**config.mk**
```make
export PLATFORM = sky130hd
export DESIGN_NAME = avsc_mul
export DESIGN_NICKNAME = d
export VERILOG_FILES = /design/src/rtl/avsc_pkg.sv /design/src/rtl/avsc_mul.sv
export SDC_FILE = /design/constraint.sdc
export NUM_CORES = 2
export LEC_CHECK = 0
export ABC_AREA = 1
export BUFFER_PORTS_ARGS = -buffer_cell sky130_fd_sc_hd__buf_4
export CAP_MARGIN = 10
export CORE_MARGIN = 3
export CORE_UTILIZATION = 45
export DETAILED_ROUTE_END_ITERATION = 12
export GPL_ROUTABILITY_DRIVEN = 0
export PLACE_DENSITY_LB_ADDON = 0.2
export SLEW_MARGIN = 20
export SYNTH_ARGS = -nofsm -noshare
export SYNTH_HDL_FRONTEND = slang
export SYNTH_SLANG_ARGS = --single-unit
```
**constraint.sdc**
```tcl
create_clock -name clk -period 7.9 [get_ports clk]
set_clock_uncertainty 0.15 [all_clocks]
set_input_delay 0.395 -clock clk [delete_from_list [all_inputs] [get_ports clk]]
set_output_delay 0.395 -clock clk [all_outputs]
set_load 0.01 [all_outputs]
```
**src/rtl/avsc_pkg.sv**
```systemverilog
`default_nettype none

package avsc_pkg;

  localparam int CFG_IDX_W  = 3;
  localparam int CFG_DATA_W = 31;

  localparam logic [CFG_IDX_W-1:0] REG_SYNC_ENABLE = 3'd0;
  localparam logic [CFG_IDX_W-1:0] REG_AVG_COEF    = 3'd1;
  localparam logic [CFG_IDX_W-1:0] REG_AVG_THRESH  = 3'd2;
  localparam logic [CFG_IDX_W-1:0] REG_NOSYNC_LIM  = 3'd3;
  localparam logic [CFG_IDX_W-1:0] REG_SOURCE_RATE = 3'd4;
  localparam logic [CFG_IDX_W-1:0] REG_WARMUP_CNT  = 3'd5;
  localparam logic [CFG_IDX_W-1:0] REG_CORR_PCT    = 3'd6;

  typedef struct packed {
    logic        sync_enable;
    logic [15:0] avg_coef;
    logic [30:0] avg_threshold;
    logic [30:0] nosync_limit;
    logic [18:0] source_rate;
    logic [7:0]  warmup_count;
    logic [5:0]  correction_percent;
  } cfg_t;

  localparam cfg_t CFG_RESET = '{
    sync_enable:        1'b1,
    avg_coef:           16'd52057,
    avg_threshold:      31'd1311,
    nosync_limit:       31'd655360,
    source_rate:        19'd44100,
    warmup_count:       8'd20,
    correction_percent: 6'd10
  };

  // Shared multiplier operand and product widths.
  localparam int MUL_A_W = 33;
  localparam int MUL_B_W = 26;
  localparam int MUL_P_W = MUL_A_W + MUL_B_W;

  localparam logic [16:0] ONE_Q16  = 17'd65536;
  localparam logic [7:0]  PCT_BASE = 8'd100;

  // Division by 100 as floor(x * DIV100_K / 2^31), exact for x below 2^24.
  localparam logic [24:0] DIV100_K = 25'd21474837;

endpackage

`default_nettype wire

```
**src/rtl/avsc_mul.sv**
```systemverilog
`default_nettype none

module avsc_mul (
  input  wire logic                                 clk,
  input  wire logic signed [avsc_pkg::MUL_A_W-1:0]  mul_a,
  input  wire logic signed [avsc_pkg::MUL_B_W-1:0]  mul_b,
  output logic signed [avsc_pkg::MUL_P_W-1:0]       prod
);
  import avsc_pkg::*;

  logic signed [MUL_P_W-1:0] prod_r;
  logic signed [MUL_P_W-1:0] prod_nxt;

  assign prod_nxt = mul_a * mul_b;

  always_ff @(posedge clk) begin
    prod_r <= prod_nxt;
  end

  assign prod = prod_r;

endmodule

`default_nettype wire

```
### Word level (Yosys, flattened, before mapping)

Cells that the tools add are included.

* register bits after elaboration: 59
* output and inout bits: 59
* word-level logic and storage cells: 2

* multiply operators: 1

Operators by type and width (count)
* $mul 33x26->59: 1

### Logic depth before layout (Yosys ltp)

* depth after elaboration: 1
* depth in mapped cells: 31
* mapped depth without buffers: 29

### Worst setup path before layout

No wires, ideal clock.

* path kind: input to register
* start: in mul_a[32] (netlist name)
* end: reg prod_r[58], in the netlist prod[58]
* library setup time: 113 ps
* data arrival time: 6229 ps
* data required time: 7637 ps
* path slack: 1407 ps
* cell stages on the path: 24
* cell sequence: clkbuf_1 clkbuf_1 nand2_1 inv_1 fa_1 fa_1 fa_1 inv_1 fa_1 inv_1 fa_1 inv_1 fa_1 inv_1 fa_1 ha_1 nand2_1 nor2_1 nand2_1 nor2_2 and2_1 nand2_1 nand3_1 nand2_1

* longest elaborated chain between the ends: 1

RTL lines
* start: declaration: line avsc_mul.sv:5 `input wire logic signed [avsc_pkg::MUL_A_W-1:0] mul_a,`
* $mul 33x26->59: line avsc_mul.sv:14 `assign prod_nxt = mul_a * mul_b;`
* via prod_nxt[58]: line avsc_mul.sv:12 `logic signed [MUL_P_W-1:0] prod_nxt;`
* end signal: assignment: line avsc_mul.sv:17 `prod_r <= prod_nxt;`
* end: declaration: line avsc_mul.sv:11 `logic signed [MUL_P_W-1:0] prod_r;`

The timed path passes the listed nets, and every way through them passes these cells.

### Worst setup path in the final report

* start: in mul_b[2] (netlist name)
* end: reg prod_r[53], in the netlist prod[53]

* longest elaborated chain between the ends: 1

RTL lines
* start: declaration: line avsc_mul.sv:6 `input wire logic signed [avsc_pkg::MUL_B_W-1:0] mul_b,`
* $mul 33x26->59: line avsc_mul.sv:14
* via prod_nxt[53]: line avsc_mul.sv:12

The timed path passes the listed nets, and every way through them passes these cells.

==> impl_metrics.tcl <==
set metrics [dict create \
    status "complete, no violations" \
    vias 25517 \
    final_design_area_no_fill_mm2 0.0356 \
    die_area_mm2 0.0785 \
    place.detailed.hpwl_um 77200 \
    area_delta_synth_final_pct 5.11 \
    drtPass1Iterations 6 \
    crit_fanout 33 \
    detailedPlace.worstSlack_ns 0.801 \
    final.setup.tns_ns 0 \
    postSynthCellCount 4425 \
    hold_path_class "in -> reg" \
    crit_required_ns 8.03 \
    cts.root.buffer_cell "sky130_fd_sc_hd__clkbuf_16" \
    placement.cell_area_mm2 0.0352 \
    timing.final.hold_violations 0 \
    grt_use_total 0.248 \
    cp_data_arrival_time_ns 6.94 \
    num-fill-cells 7277 \
    io_buffer_count 118 \
    routed_wire_length_per_instance_um 17.1 \
    buffers_inserted_by_post_cts_timing_repair 0 \
    dr.first_iter.drc_count 1383 \
    layout-drive-gt1-share 0.0467 \
    setup_slack_ns 1.10 \
    fin_crit_ns 6.80 \
    largest_register_ff_count 59 \
    first_pass_grt_wire_length_um 152000 \
    area_taken_by_flip_flops_and_latches_mm2 0.00118 \
    synth.cell_area_mm2 0.0338 \
    yosys_warnings 0 \
    initial_utilization 0.459 \
    initial_antenna_violation_count 5 \
    drv_cap 0 \
    gr-total-overflow 0 \
    die_x_um 280 \
    core-area_mm2 0.0737 \
    maximum_number_of_pins_on_one_net_before_global_route_repair 34 \
    final_antenna_net_count 0 \
    setup_repair_after_global_routing_missed_its_margin "false" \
    floorplan.rows 99 \
    number_of_buffers_added_to_fix_hold_violations_after_cts 0 \
    worstSetupEndpointType "flop" \
    post_synthesis_sequential_area_ratio 0.0349 \
    drc 0 \
    fin_nets 5460 \
    die_y_um 280 \
    synth_area_per_cell_um2 7.65 \
    setup_viol 0 \
    multi_input_area_mm2 0.0264 \
    timing.fmax_ghz 0.147 \
    startpoint_type "input port" \
    timing.final.crit_share 0.861 \
    net_count_synth 5523 \
    numCtsBuffers 9 \
    totalWireLength_um 91200 \
    clk_pin_slew_ns 0.06 \
    ctsHtreeMaxLevel 3 \
    fin_max_slew_vios 0 \
    timing.setup.critical_path_class "in -> reg" \
    i_o_pin_count 119 \
    clock-sinks 59 \
    relSlewSlack 0.428 \
    cts_buffer_depth 2 \
    post_cts_resized 0 \
    worstHoldPathCells 4 \
    yosys_register_bits 59 \
    via_density_per_instance 4.79 \
    post_synth_num_cell_types 30 \
    worst_pin_slew_ns 0.856 \
    clock_tree_from_tritoncts "yes" \
    first_global_vias 28082 \
]
logic make-up (layout without fill, tap and decap cells):
| kind of cell | Yosys count | in the layout | share of synthesized area |
|---|---|---|---|
| other | 0 | 3 | 0 |
| adders and majority gates | 1038 | 1038 | 0.579 |
| DFF | 59 | 59 | 0.0349 |
| and+or+nand+nor | 1592 | 1592 | 0.187 |
| AOI/OAI and AO/OA | 46 | 46 | 0.00710 |
| buffers and inverters | 1656 | 1598 | 0.184 |
| xor gates and xnor gates | 34 | 34 | 0.00880 |
final cells by class:
cell class	instances	area share
Tap cell	959	0.0337
Sequential cell	59	0.0332
Clock inverter	7	0.00260
Timing Repair Buffer	128	0.0270
Multi-Input combinational cell	2710	0.743
Antenna cell	3	0.000211
Inverter	1454	0.153
Clock buffer	9	0.00633
metrics by stage:
| stage | std cells | hold WS [ns] | util |
|---|---|---|---|
| 5_1_grt | 5328 | 0.526 | 0.482 |
| 3_3_place_gp | 5310 | 0.637 | 0.478 |
| 3_5_place_dp | 5310 | 0.639 | 0.478 |
| 2_1_floorplan | 4425 | 0.541 | - |
| 4_1_cts | 5326 | 0.510 | 0.482 |
| 6_report | 5329 | 0.511 | 0.483 |
cell usage after synthesis:
library cell | count | share of area
sky130_fd_sc_hd__xnor2_1 | 6 | 0.0016
sky130_fd_sc_hd__inv_2 | 1 | 0.00011
sky130_fd_sc_hd__a21o_1 | 1 | 0.00022
sky130_fd_sc_hd__nand3b_1 | 3 | 0.00067
sky130_fd_sc_hd__fa_1 | 878 | 0.52
sky130_fd_sc_hd__o21ai_0 | 6 | 0.00089
sky130_fd_sc_hd__and2_0 | 1 | 0.00019
sky130_fd_sc_hd__or2_2 | 8 | 0.0015
sky130_fd_sc_hd__a21oi_1 | 36 | 0.0053
sky130_fd_sc_hd__nor4_1 | 2 | 0.00037
sky130_fd_sc_hd__xor2_1 | 28 | 0.0072
sky130_fd_sc_hd__nor3_1 | 4 | 0.00059
sky130_fd_sc_hd__dfxtp_1 | 59 | 0.035
sky130_fd_sc_hd__and3_1 | 1 | 0.00019
sky130_fd_sc_hd__clkbuf_1 | 196 | 0.022
sky130_fd_sc_hd__nand3_2 | 7 | 0.0021
sky130_fd_sc_hd__o21bai_1 | 3 | 0.00067
sky130_fd_sc_hd__and2_1 | 2 | 0.00037
sky130_fd_sc_hd__and3b_1 | 2 | 0.00052
sky130_fd_sc_hd__nand2_2 | 14 | 0.0026
sky130_fd_sc_hd__inv_1 | 1453 | 0.16
sky130_fd_sc_hd__and2_2 | 1 | 0.00022
sky130_fd_sc_hd__nor2_1 | 109 | 0.012
sky130_fd_sc_hd__nand4_1 | 18 | 0.0033
sky130_fd_sc_hd__nor2_2 | 24 | 0.0044
sky130_fd_sc_hd__ha_1 | 160 | 0.059
sky130_fd_sc_hd__nand2_1 | 1340 | 0.15
sky130_fd_sc_hd__buf_1 | 6 | 0.00067
sky130_fd_sc_hd__nor3_2 | 5 | 0.0015
sky130_fd_sc_hd__nand3_1 | 51 | 0.0075
routing by layer:
layer  GRT usage  up-vias  wire [um]
met5           0        -         27
met4      0.0587        4       2330
met3      0.0254      134       3710
met2       0.450      587      46900
met1       0.320    12943      38200
li1            -    11849          -
critical path, cell delays in order:
cell and delay, ns:
sky130_fd_sc_hd__buf_4 0.37, sky130_fd_sc_hd__nand2_1 0.17, sky130_fd_sc_hd__inv_1 0.16, sky130_fd_sc_hd__fa_1 0.55
sky130_fd_sc_hd__fa_1 0.71, sky130_fd_sc_hd__inv_1 0.22, sky130_fd_sc_hd__fa_1 0.52, sky130_fd_sc_hd__inv_1 0.05
sky130_fd_sc_hd__fa_1 0.48, sky130_fd_sc_hd__fa_1 0.50, sky130_fd_sc_hd__fa_1 0.49, sky130_fd_sc_hd__inv_1 0.05
sky130_fd_sc_hd__fa_1 0.47, sky130_fd_sc_hd__inv_1 0.04, sky130_fd_sc_hd__ha_1 0.46, sky130_fd_sc_hd__nand2_1 0.16
sky130_fd_sc_hd__nor2_1 0.24, sky130_fd_sc_hd__nand2_1 0.20, sky130_fd_sc_hd__nor4_1 0.30, sky130_fd_sc_hd__nand2_1 0.16
sky130_fd_sc_hd__nand3_1 0.11, sky130_fd_sc_hd__nand2_1 0.06, sky130_fd_sc_hd__nand2_1 0.06
path summary, 6_finish.rpt:
path / slack [ns] / to / startpoint
max: 1.10 / prod[53]$_DFF_P_ / mul_b[2]
min: 0.51 / prod[0]$_DFF_P_ / mul_a[0]
placed cells by master (no fill, tap or decap), types with 24 or more instances in the layout:
master / synthesis / routed
sky130_fd_sc_hd__inv_1: 1453 / 1453
sky130_fd_sc_hd__ha_1: 160 / 160
sky130_fd_sc_hd__buf_4: 0 / 128
sky130_fd_sc_hd__a21oi_1: 36 / 36
sky130_fd_sc_hd__nand2_1: 1340 / 1340
sky130_fd_sc_hd__fa_1: 878 / 878
sky130_fd_sc_hd__nor2_2: 24 / 24
sky130_fd_sc_hd__dfxtp_1: 59 / 59
sky130_fd_sc_hd__nor2_1: 109 / 109
sky130_fd_sc_hd__nand3_1: 51 / 51
sky130_fd_sc_hd__xor2_1: 28 / 28
Power is not shown: default switching activity piles up to over one toggle a cycle in this logic, so the estimate is an artifact.
