[src/rtl/avsc_pkg.sv]
`default_nettype none

package avsc_pkg;

  localparam int CFG_IDX_W  = 3;
  localparam int CFG_DATA_W = 31;

  localparam logic [CFG_IDX_W-1:0] REG_SYNC_ENABLE = 3'd0;
  localparam logic [CFG_IDX_W-1:0] REG_AVG_COEF    = 3'd1;
  localparam logic [CFG_IDX_W-1:0] REG_AVG_THRESH  = 3'd2;
  localparam logic [CFG_IDX_W-1:0] REG_NOSYNC_LIM  = 3'd3;
  localparam logic [CFG_IDX_W-1:0] REG_SOURCE_RATE = 3'd4;
  localparam logic [CFG_IDX_W-1:0] REG_WARMUP_CNT  = 3'd5;
  localparam logic [CFG_IDX_W-1:0] REG_CORR_PCT    = 3'd6;

  typedef struct packed {
    logic        sync_enable;
    logic [15:0] avg_coef;
    logic [30:0] avg_threshold;
    logic [30:0] nosync_limit;
    logic [18:0] source_rate;
    logic [7:0]  warmup_count;
    logic [5:0]  correction_percent;
  } cfg_t;

  localparam cfg_t CFG_RESET = '{
    sync_enable:        1'b1,
    avg_coef:           16'd52057,
    avg_threshold:      31'd1311,
    nosync_limit:       31'd655360,
    source_rate:        19'd44100,
    warmup_count:       8'd20,
    correction_percent: 6'd10
  };

  // Shared multiplier operand and product widths.
  localparam int MUL_A_W = 33;
  localparam int MUL_B_W = 26;
  localparam int MUL_P_W = MUL_A_W + MUL_B_W;

  localparam logic [16:0] ONE_Q16  = 17'd65536;
  localparam logic [7:0]  PCT_BASE = 8'd100;

  // Division by 100 as floor(x * DIV100_K / 2^31), exact for x below 2^24.
  localparam logic [24:0] DIV100_K = 25'd21474837;

endpackage

`default_nettype wire

[src/rtl/avsc_cfg_regs.sv]
`default_nettype none

module avsc_cfg_regs (
  input  wire logic                              clk,
  input  wire logic                              rst_n,
  input  wire logic                              cfg_we,
  input  wire logic [avsc_pkg::CFG_IDX_W-1:0]    cfg_index,
  input  wire logic [avsc_pkg::CFG_DATA_W-1:0]   cfg_wdata,
  output avsc_pkg::cfg_t                         cfg
);
  import avsc_pkg::*;

  cfg_t cfg_r;
  cfg_t cfg_nxt;

  always_comb begin
    cfg_nxt = cfg_r;
    if (cfg_we) begin
      case (cfg_index)
        REG_SYNC_ENABLE: cfg_nxt.sync_enable        = cfg_wdata[0];
        REG_AVG_COEF:    cfg_nxt.avg_coef           = cfg_wdata[15:0];
        REG_AVG_THRESH:  cfg_nxt.avg_threshold      = cfg_wdata[30:0];
        REG_NOSYNC_LIM:  cfg_nxt.nosync_limit       = cfg_wdata[30:0];
        REG_SOURCE_RATE: cfg_nxt.source_rate        = cfg_wdata[18:0];
        REG_WARMUP_CNT:  cfg_nxt.warmup_count       = cfg_wdata[7:0];
        REG_CORR_PCT:    cfg_nxt.correction_percent = cfg_wdata[5:0];
        default:         cfg_nxt = cfg_r;
      endcase
    end
  end

  always_ff @(posedge clk) begin
    if (!rst_n) begin
      cfg_r <= CFG_RESET;
    end else begin
      cfg_r <= cfg_nxt;
    end
  end

  assign cfg = cfg_r;

endmodule

`default_nettype wire

[config.mk]
export PLATFORM = sky130hd
export DESIGN_NAME = avsc_cfg_regs
export DESIGN_NICKNAME = d
export VERILOG_FILES = /design/src/rtl/avsc_pkg.sv /design/src/rtl/avsc_cfg_regs.sv
export SDC_FILE = /design/constraint.sdc
export NUM_CORES = 1
export LEC_CHECK = 0
export BUFFER_PORTS_ARGS = -buffer_cell sky130_fd_sc_hd__buf_2
export CAP_MARGIN = 25
export CORE_MARGIN = 5
export CORE_UTILIZATION = 45
export DETAILED_ROUTE_END_ITERATION = 12
export GPL_TIMING_DRIVEN = 0
export PLACE_DENSITY = 0.75
export SLEW_MARGIN = 20
export SYNTH_ARGS = -nofsm -noshare
export SYNTH_HDL_FRONTEND = slang
export SYNTH_SLANG_ARGS = --single-unit
[constraint.sdc]
create_clock -name clk -period 0.9 [get_ports clk]
set_input_delay 0.045 -clock clk [delete_from_list [all_inputs] [get_ports clk]]
set_output_delay 0.045 -clock clk [all_outputs]
set_load 0.05 [all_outputs]
# [Yosys cells after proc, flatten, opt, wreduce, memory -nomap -nowiden]
# Index checks and enable logic that the tools add are counted.
[word_totals] register_bits=112
[classes] n_eq_ne=6 reduce_logical=8
[op_table] op="AND reduction 2 bit" count=7
[op_table] op="== test 3 bit, second input constant" count=3
[op_table] op="== test 3 x 2 -> 1 bit, second input constant" count=2
[op_table] op="== test 3 x 1 -> 1 bit, second input constant" count=1
[op_table] op="zero test 3 bit" count=1

# [Longest topological paths before layout]
# Gate-level depths: netlist (run 1).
[depth] word_depth=2 depth_mapped=5

# [Worst setup path before layout (run 1)]
# OpenSTA, ideal clock, no wires.
[synth_path] path_kind="in2reg" startpoint="input port cfg_index[2] (netlist bit)" endpoint="register cfg_r, in the netlist cfg[69]" arrival_time_ns=0.847 required_time_ns=0.828 slack_ns=-0.019 cell_stages=5 cell_sequence="buf_6 -> and4bb_1 -> buf_6 -> buf_12 -> mux2i_1"
[synth_via] elab_chain_len=2
[synth_rtl] item="from (decl)" line="avsc_cfg_regs.sv:7" text="input wire logic [avsc_pkg::CFG_IDX_W-1:0] cfg_index,"
[synth_rtl] item="== test 3 x 2 -> 1 bit" line="avsc_cfg_regs.sv:19" text="case (cfg_index)"
[synth_rtl] item="AND reduction 2 bit (no line)"
[synth_rtl] item="to (signal assigned)" line="avsc_cfg_regs.sv:36" text="cfg_r <= cfg_nxt;"
[synth_rtl] item="to (decl)" line="avsc_cfg_regs.sv:13" text="cfg_t cfg_r;"
# No other way between the ends.
# A chain may end at the register's enable or synchronous reset.

# [Worst setup path after layout (run 1)]
[layout_path] startpoint="register cfg_r, in the netlist cfg[102]" endpoint="output port cfg[102] (netlist bit)"
[layout_lines] item="to (decl)" line="avsc_cfg_regs.sv:9" text="output avsc_pkg::cfg_t cfg"
# No word-level cell between the ends.

==> summary.md, run 1 <==
| Metric | Value |
|---|---|
| Status | `finished, violations left` |
| Failing checks | `hold timing, setup timing` |
| CTS Buffer Depth | `2` |
| Synth warnings | `0` |
| Top Family by Delay on Critical Path | `flip-flops` |
| Max IR drop VDD | `roughly 0.76 mV` |
| Syn Nets | `463` |
| Number of setup violations in the final report | `109` |
| Finished Core Util | `74.91%` |
| Largest net degree at the start of global routing | `19` |
| Overall routing resource usage | `between 20% and 30%` |
| CTS Hold Bufs | `25` |
| Initial DRC count | `186` |
| CTS tree | `yes` |
| Port Buffers | `between 100 and 150` |
| Met3 wire length | `1217 um` |
| DR WL/cell | `between 20 and 25 um` |
| Vias in the first global route | `~4300` |
| Post-Syn Instances | `426` |
| DP HPWL | `~9000 um` |
| Cell taking the most area after synthesis | `dfxtp_1` |
| # clock sinks | `approximately 110` |
| Top routing layer used | `met4` |
| Drt via density | `approximately 5` |
| WHS | `-0.02061 ns` |
| Non-Filler Instances | `around 800` |
| Share of cells above drive strength 1 | `between 50 and 60%` |
| Hold Path Origin | `cfg_index[2]` |
| Syn_area_per_cell | `between 10 and 15 sq um` |
| #FFs+latches synth | `approximately 110` |
| First-pass GRT wire length | `between 20000 and 25000 um` |
| Fin. max-slew vios | `0` |
| CTS Buf Count | `9` |
| Register area share after synthesis | `50.37%` |
| Placed cells | `between 700 and 800` |
| Slowest stage delay, CP | `between 0.3 and 0.4 ns` |
| I/O pin count | `roughly 150` |
| Nature of the critical path endpoint | `output pin` |
| Area fraction of the dominant cell type after synthesis | `50.37%` |
| Commonest non-fill, non-tap cell in the layout | `nand2_1` |
| Depth of the worst register-to-register path | `3` |
| Reg2Reg Setup Slack | `~0.04 ns` |
| Final Hold Vio Count | `1` |
| Ant. Diodes | `0` |
| Worst setup path class | `register to output pin` |
| Leading cell types in the layout, fill and taps excluded | `nand2_1 (114), mux2i_1 (112), dfxtp_2 (111), buf_8 (107)` |
| Post-route clock skew | `0 ns` |
| Final period utilization | `105.2%` |
| Power per standard cell area | `around 1300 mW/mm^2` |
| Initial antenna violation count | `0` |
| Met1 WL | `about 6000 um` |
| Pre-CTS setup slack | `-0.1465 ns` |
| Max FO, Critical Path | `2` |
| Placer's final routability congestion estimate | `between 0.8 and 0.9` |
| Hold crit path type | `input port to register` |
| Area grow syn2layout | `63.72%` |
| Worst Hold Depth | `3` |
| Final nets | `681` |
| Crit path DAT | `approximately 0.9 ns` |
| Tmin final | `approximately 0.95 ns` |
| CP max-delay cell | `dfxtp_2` |
| Total Wirelength | `approximately 16000 um` |
| Reg clk slew, reported paths | `around 0.11 ns` |
| Clock latency on the worst-skew pair | `between 0.3 and 0.4 ns` |
| Vias | `3957` |
| Drt drc | `0` |
| DIE AREA | `between 0.01 and 0.015 sq mm` |
| Synth top area cells | `dfxtp_1 (50%), mux2i_1 (25%), nand2_1 (9.6%)` |
| CTS root buf | `clkbuf_8` |
| H-tree depth | `3` |
| Chip Height | `109.5 um` |
| Post-Synthesis Cell Area | `~0.0045 sq mm` |
| Met2 wire len | `between 8000 and 9000 um` |
| Number of placement rows | `36` |
| Total gr overflow | `0` |
| F_max | `1.057 GHz` |
| Setup ws final | `-0.04638 ns` |
| Max_cap viols | `0` |
| Flip-flop count of the largest register after layout | `between 100 and 150` |
| Initial core utilization | `a little under half` |
| Max_slew headroom | `63.37%` |
| Die X | `around 110 um` |
| Worst reg2reg endpoint | `cfg[16]` |
| Crit-path cells | `buf_8` |
| Worst Path Buf+Inv | `1` |
| Synth cell types | `19` |
| First drt pass iteration count | `4` |
| Post-route ant nets | `0` |
| Final Power | `9.511 mW` |
| Worst Path Required | `approximately 0.85 ns` |
| Worst reg2reg startpoint | `cfg[16]` |
| Startpoint Class | `register` |
| Leak pwr | `about 3.4 nW` |
| Endpoint, Worst Hold | `cfg[111]` |
| Unrepaired setup endpoints after global routing | `yes` |
| Core area | `around 0.01 sq mm` |
| Tightest Pin Transition | `approximately 0.55 ns` |
how the worst max path moves through the flow:
stage,from,to,slack [ns],depth (start not counted)
after floorplan,cfg_index[2],cfg[69],-0.02,5
after global placement,rst_n,cfg[111],-0.10,4
after detailed placement,rst_n,cfg[79],-0.15,4
after CTS,cfg[43],cfg[43],-0.04,1
after global routing,cfg[102],cfg[102],-0.08,1
final,cfg[102],cfg[102],-0.05,1
where the power goes:
group          switching [mW]  total (mW)  internal [mW]
clock                    1.75        2.76           1.01
sequential              0.106        5.19           5.08
combinational           0.889        1.57          0.678
total                    2.74        9.51           6.77
per-stage QoR:
stage          setup TNS, ns  instance area, sq um
2_1_floorplan        -0.4622                  4456
3_3_place_gp          -3.635                  5338
3_5_place_dp          -4.720                  5338
4_1_cts               -2.816                  7071
5_1_grt               -5.732                  7288
6_report              -2.162                  7288
cell usage after synthesis, drive strengths merged:
| cell type | count |
|---|---|
| nor4b | 1 |
| and4b | 1 |
| clkbuf | 7 |
| dfxtp | 112 |
| buf | 27 |
| nor4bb | 1 |
| nor2b | 44 |
| and4bb | 2 |
| mux2i | 112 |
| nand2 | 114 |
| nand4b | 3 |
| nand4bb | 2 |
per-layer routing:
| metal | vias up | global-route usage, % |
|---|---|---|
| met1 | 1896 | 28.46 |
| met5 | - | 0 |
| met3 | 43 | 7.751 |
| met2 | 188 | 44.86 |
| li1 | 1830 | - |
| met4 | 0 | 10.42 |
logic make-up (layout without fill, tap and decap cells):
group	after synthesis	in the layout	share of synthesized area (%)
buffers and inverters	34	255	5.874
flip-flops	112	112	50.37
multiplexers	112	112	25.18
AND/OR/NAND/NOR	168	168	18.58
what timing repair did:
action                     CTS  global route
cloned                       0             0
pin swaps                    0             0
gates resized for setup    427            18
hold endpoints to repair    59             1
setup buffers               18            21
setup endpoints to repair  112           113
cell type report:
| cell class | instances | area, sq um |
|---|---|---|
| Buffer | 34 | 266.5 |
| Clock buffer | 9 | 123.9 |
| Clock inverter | 5 | 41.29 |
| Fill cell | 582 | 2441 |
| Multi-Input combinational cell | 280 | 1948 |
| Sequential cell | 112 | 2385 |
| Tap cell | 133 | 166.4 |
| Timing Repair Buffer | 207 | 2357 |
No activity file was read; power rests on OpenSTA's default activity.
==> run 2, diff against run 1 <==
==> constraint.sdc (replaced) <==
create_clock -name clk -period 0.9 [get_ports clk]
set_input_delay 0.18 -clock clk [delete_from_list [all_inputs] [get_ports clk]]
set_output_delay 0.18 -clock clk [all_outputs]
set_load 0.05 [all_outputs]
==> run 2 against run 1 <==
Effect of this change: the run ends with setup timing left; non-clock buffer count fell by 38; total power barely moved; register-to-register slack about the same; final area down 4.3%; via count down 5.0%; setup slack lost 0.13 ns; sequential power hardly changed; clock skew unchanged; critical path depth did not move; global-route usage shrank 2.6 points; die area unchanged.
==> summary.md, run 2 (same netlist as run 1, synthesis figures left out) <==
| Metric | Value |
|---|---|
| Flip-flop count of the largest register after layout | `112 (unchanged)` |
| Finished Core Util | `71.67% (-3.2 points)` |
| Port Buffers | `143 (unchanged)` |
| Worst Path Buf+Inv | `1 (unchanged)` |
| Chip Height | `109.5 um (unchanged)` |
| Nature of the critical path endpoint | `output pin` |
| Commonest non-fill, non-tap cell in the layout | `nand2_1` |
| Area grow syn2layout | `56.63%` |
| Leak pwr | `3.204 nW (-4.7%)` |
| Placed cells | `702 (unchanged)` |
| Failing checks | `setup timing` |
| CTS Buf Count | `9 (unchanged)` |
| Vias in the first global route | `3995 (-6.1%)` |
| Largest net degree at the start of global routing | `20 (+1)` |
| Leading cell types in the layout, fill and taps excluded | `nand2_1 (114), mux2i_1 (112), dfxtp_2 (111), buf_8 (106)` |
| Clock latency on the worst-skew pair | `0.35 ns (about the same)` |
| Vias | `3758 (-5.0%)` |
| Post-route clock skew | `0 ns (unchanged)` |
| Non-Filler Instances | `743 (-4.7%)` |
| CTS Hold Bufs | `0 (-100%)` |
| Total gr overflow | `0 (unchanged)` |
| CTS Buffer Depth | `2 (unchanged)` |
| Die X | `109.5 um (unchanged)` |
| Worst setup path class | `register to output pin` |
| Ant. Diodes | `0 (unchanged)` |
| Tightest Pin Transition | `0.5319 ns (-0.01755 ns)` |
| Initial core utilization | `45.76% (unchanged)` |
| Power per standard cell area | `1363 mW/mm^2 (+4.4%)` |
| Area after DPL | `0.005363 sq mm (+0.47%)` |
| F_max | `0.9306 GHz (-12%)` |
| Top Family by Delay on Critical Path | `flip-flops` |
| Crit-path cells | `buf_8` |
| CP max-delay cell | `dfxtp_2` |
| I/O pin count | `149 (unchanged)` |
| Fin. max-slew vios | `0 (unchanged)` |
| # clock sinks | `112 (unchanged)` |
| Design area | `0.006973 sq mm (-4.3%)` |
| Number of setup violations in the final report | `113 (+3.7%)` |
| Core area | `0.009729 sq mm (unchanged)` |
| Initial DRC count | `129 (-31%)` |
| Unrepaired setup endpoints after global routing | `yes` |
| Tmin final | `1.075 ns (+0.1282 ns)` |
| First-pass GRT wire length | `20930 um (-9.6%)` |
| Crit path DAT | `0.89 ns (about the same)` |
| Number of placement rows | `36 (unchanged)` |
| DP HPWL | `9212 um (+0.29%)` |
| Max_slew headroom | `64.54% (+1.2 points)` |
| Status | `finished, violations left` |
| Post-route ant nets | `0 (unchanged)` |
| Reg clk slew, reported paths | `0.11 ns (about the same)` |
| H-tree depth | `3 (unchanged)` |
| Max IR drop VDD | `0.9129 mV (+20%)` |
| Max FO, Critical Path | `2 (unchanged)` |
| Worst Path Required | `0.72 ns (-0.13 ns)` |
| First drt pass iteration count | `4 (unchanged)` |
| Drt drc | `0 (unchanged)` |
| Startpoint Class | `register` |
| Slowest stage delay, CP | `0.38 ns (about the same)` |
| Total Wirelength | `13990 um (-11%)` |
| CTS tree | `yes` |
| Final nets | `643 (-5.6%)` |
| Final Hold Vio Count | `0 (-1)` |
| Placer's final routability congestion estimate | `0.8370 (-2.2%)` |
| Hold crit path type | `input port to register` |
| Initial antenna violation count | `0 (unchanged)` |
| Drt via density | `5.058 (-0.30%)` |
| DIE AREA | `0.01198 sq mm (unchanged)` |
| Overall routing resource usage | `22.80% (-2.6 points)` |
| DR WL/cell | `18.82 um (-6.2%)` |
| Max_cap viols | `0 (unchanged)` |
| Final period utilization | `119.4% (+14 points)` |
| CTS root buf | `clkbuf_8` |
| Share of cells above drive strength 1 | `53.61% (+1.1 points)` |
| Setup ws final | `-0.1746 ns (-0.1282 ns)` |
run 2: final timing paths:
path | startpoint | to | slack (ns) | cells after the start
setup / recovery | cfg[21] | cfg[21] | -0.17 | 1
hold reg to reg | cfg[91] | cfg[91] | 0.47 | 2
hold / removal | cfg_wdata[26] | cfg[90] | 0.08 | 3
setup reg to reg | cfg[88] | cfg[88] | 0.04 | 3
run 2: metrics by stage:
step | setup TNS [ns] | total power [mW] | hold slack, ns | worst slack [ns]
floorplan | -6.721 | 6.069 | 0.3222 | -0.1505
global placement | -16.18 | 6.400 | 0.4402 | -0.2514
detailed placement | -18.20 | 6.422 | 0.4473 | -0.2559
CTS | -17.85 | 9.501 | 0.05887 | -0.1857
global route | -20.88 | 9.866 | 0.06243 | -0.2100
finish | -16.60 | 9.502 | 0.07576 | -0.1746
run 2: layout make-up:
class                   instances  area [sq um]
fillers                       675          2756
clock buffers                  10         137.6
multi-input cells             280          1948
clock inverters                 5         47.55
repair buffers                169          1998
plain buffers                  34         290.3
flip-flops and latches        112          2385
well taps                     133         166.4
run 2: layer usage:
layer / share of wire [%] / global-route usage [%]
met1: 40 / 26.62
met2: 51 / 40.24
met3: 7.1 / 6.753
met4: 2.0 / 6.857
met5: 0 / 0
run 2: repair_timing:
item                       4_1_cts  5_1_grt
setup endpoints to repair      112      112
resized for setup              424       16
setup buffers                    9       17
run 2: report_power, final:
group | internal [mW] | switching [mW] | total (mW)
clock | 1.13 | 1.75 | 2.87
combinational | 0.597 | 0.850 | 1.45
sequential | 5.08 | 0.103 | 5.18
total | 6.80 | 2.70 | 9.50
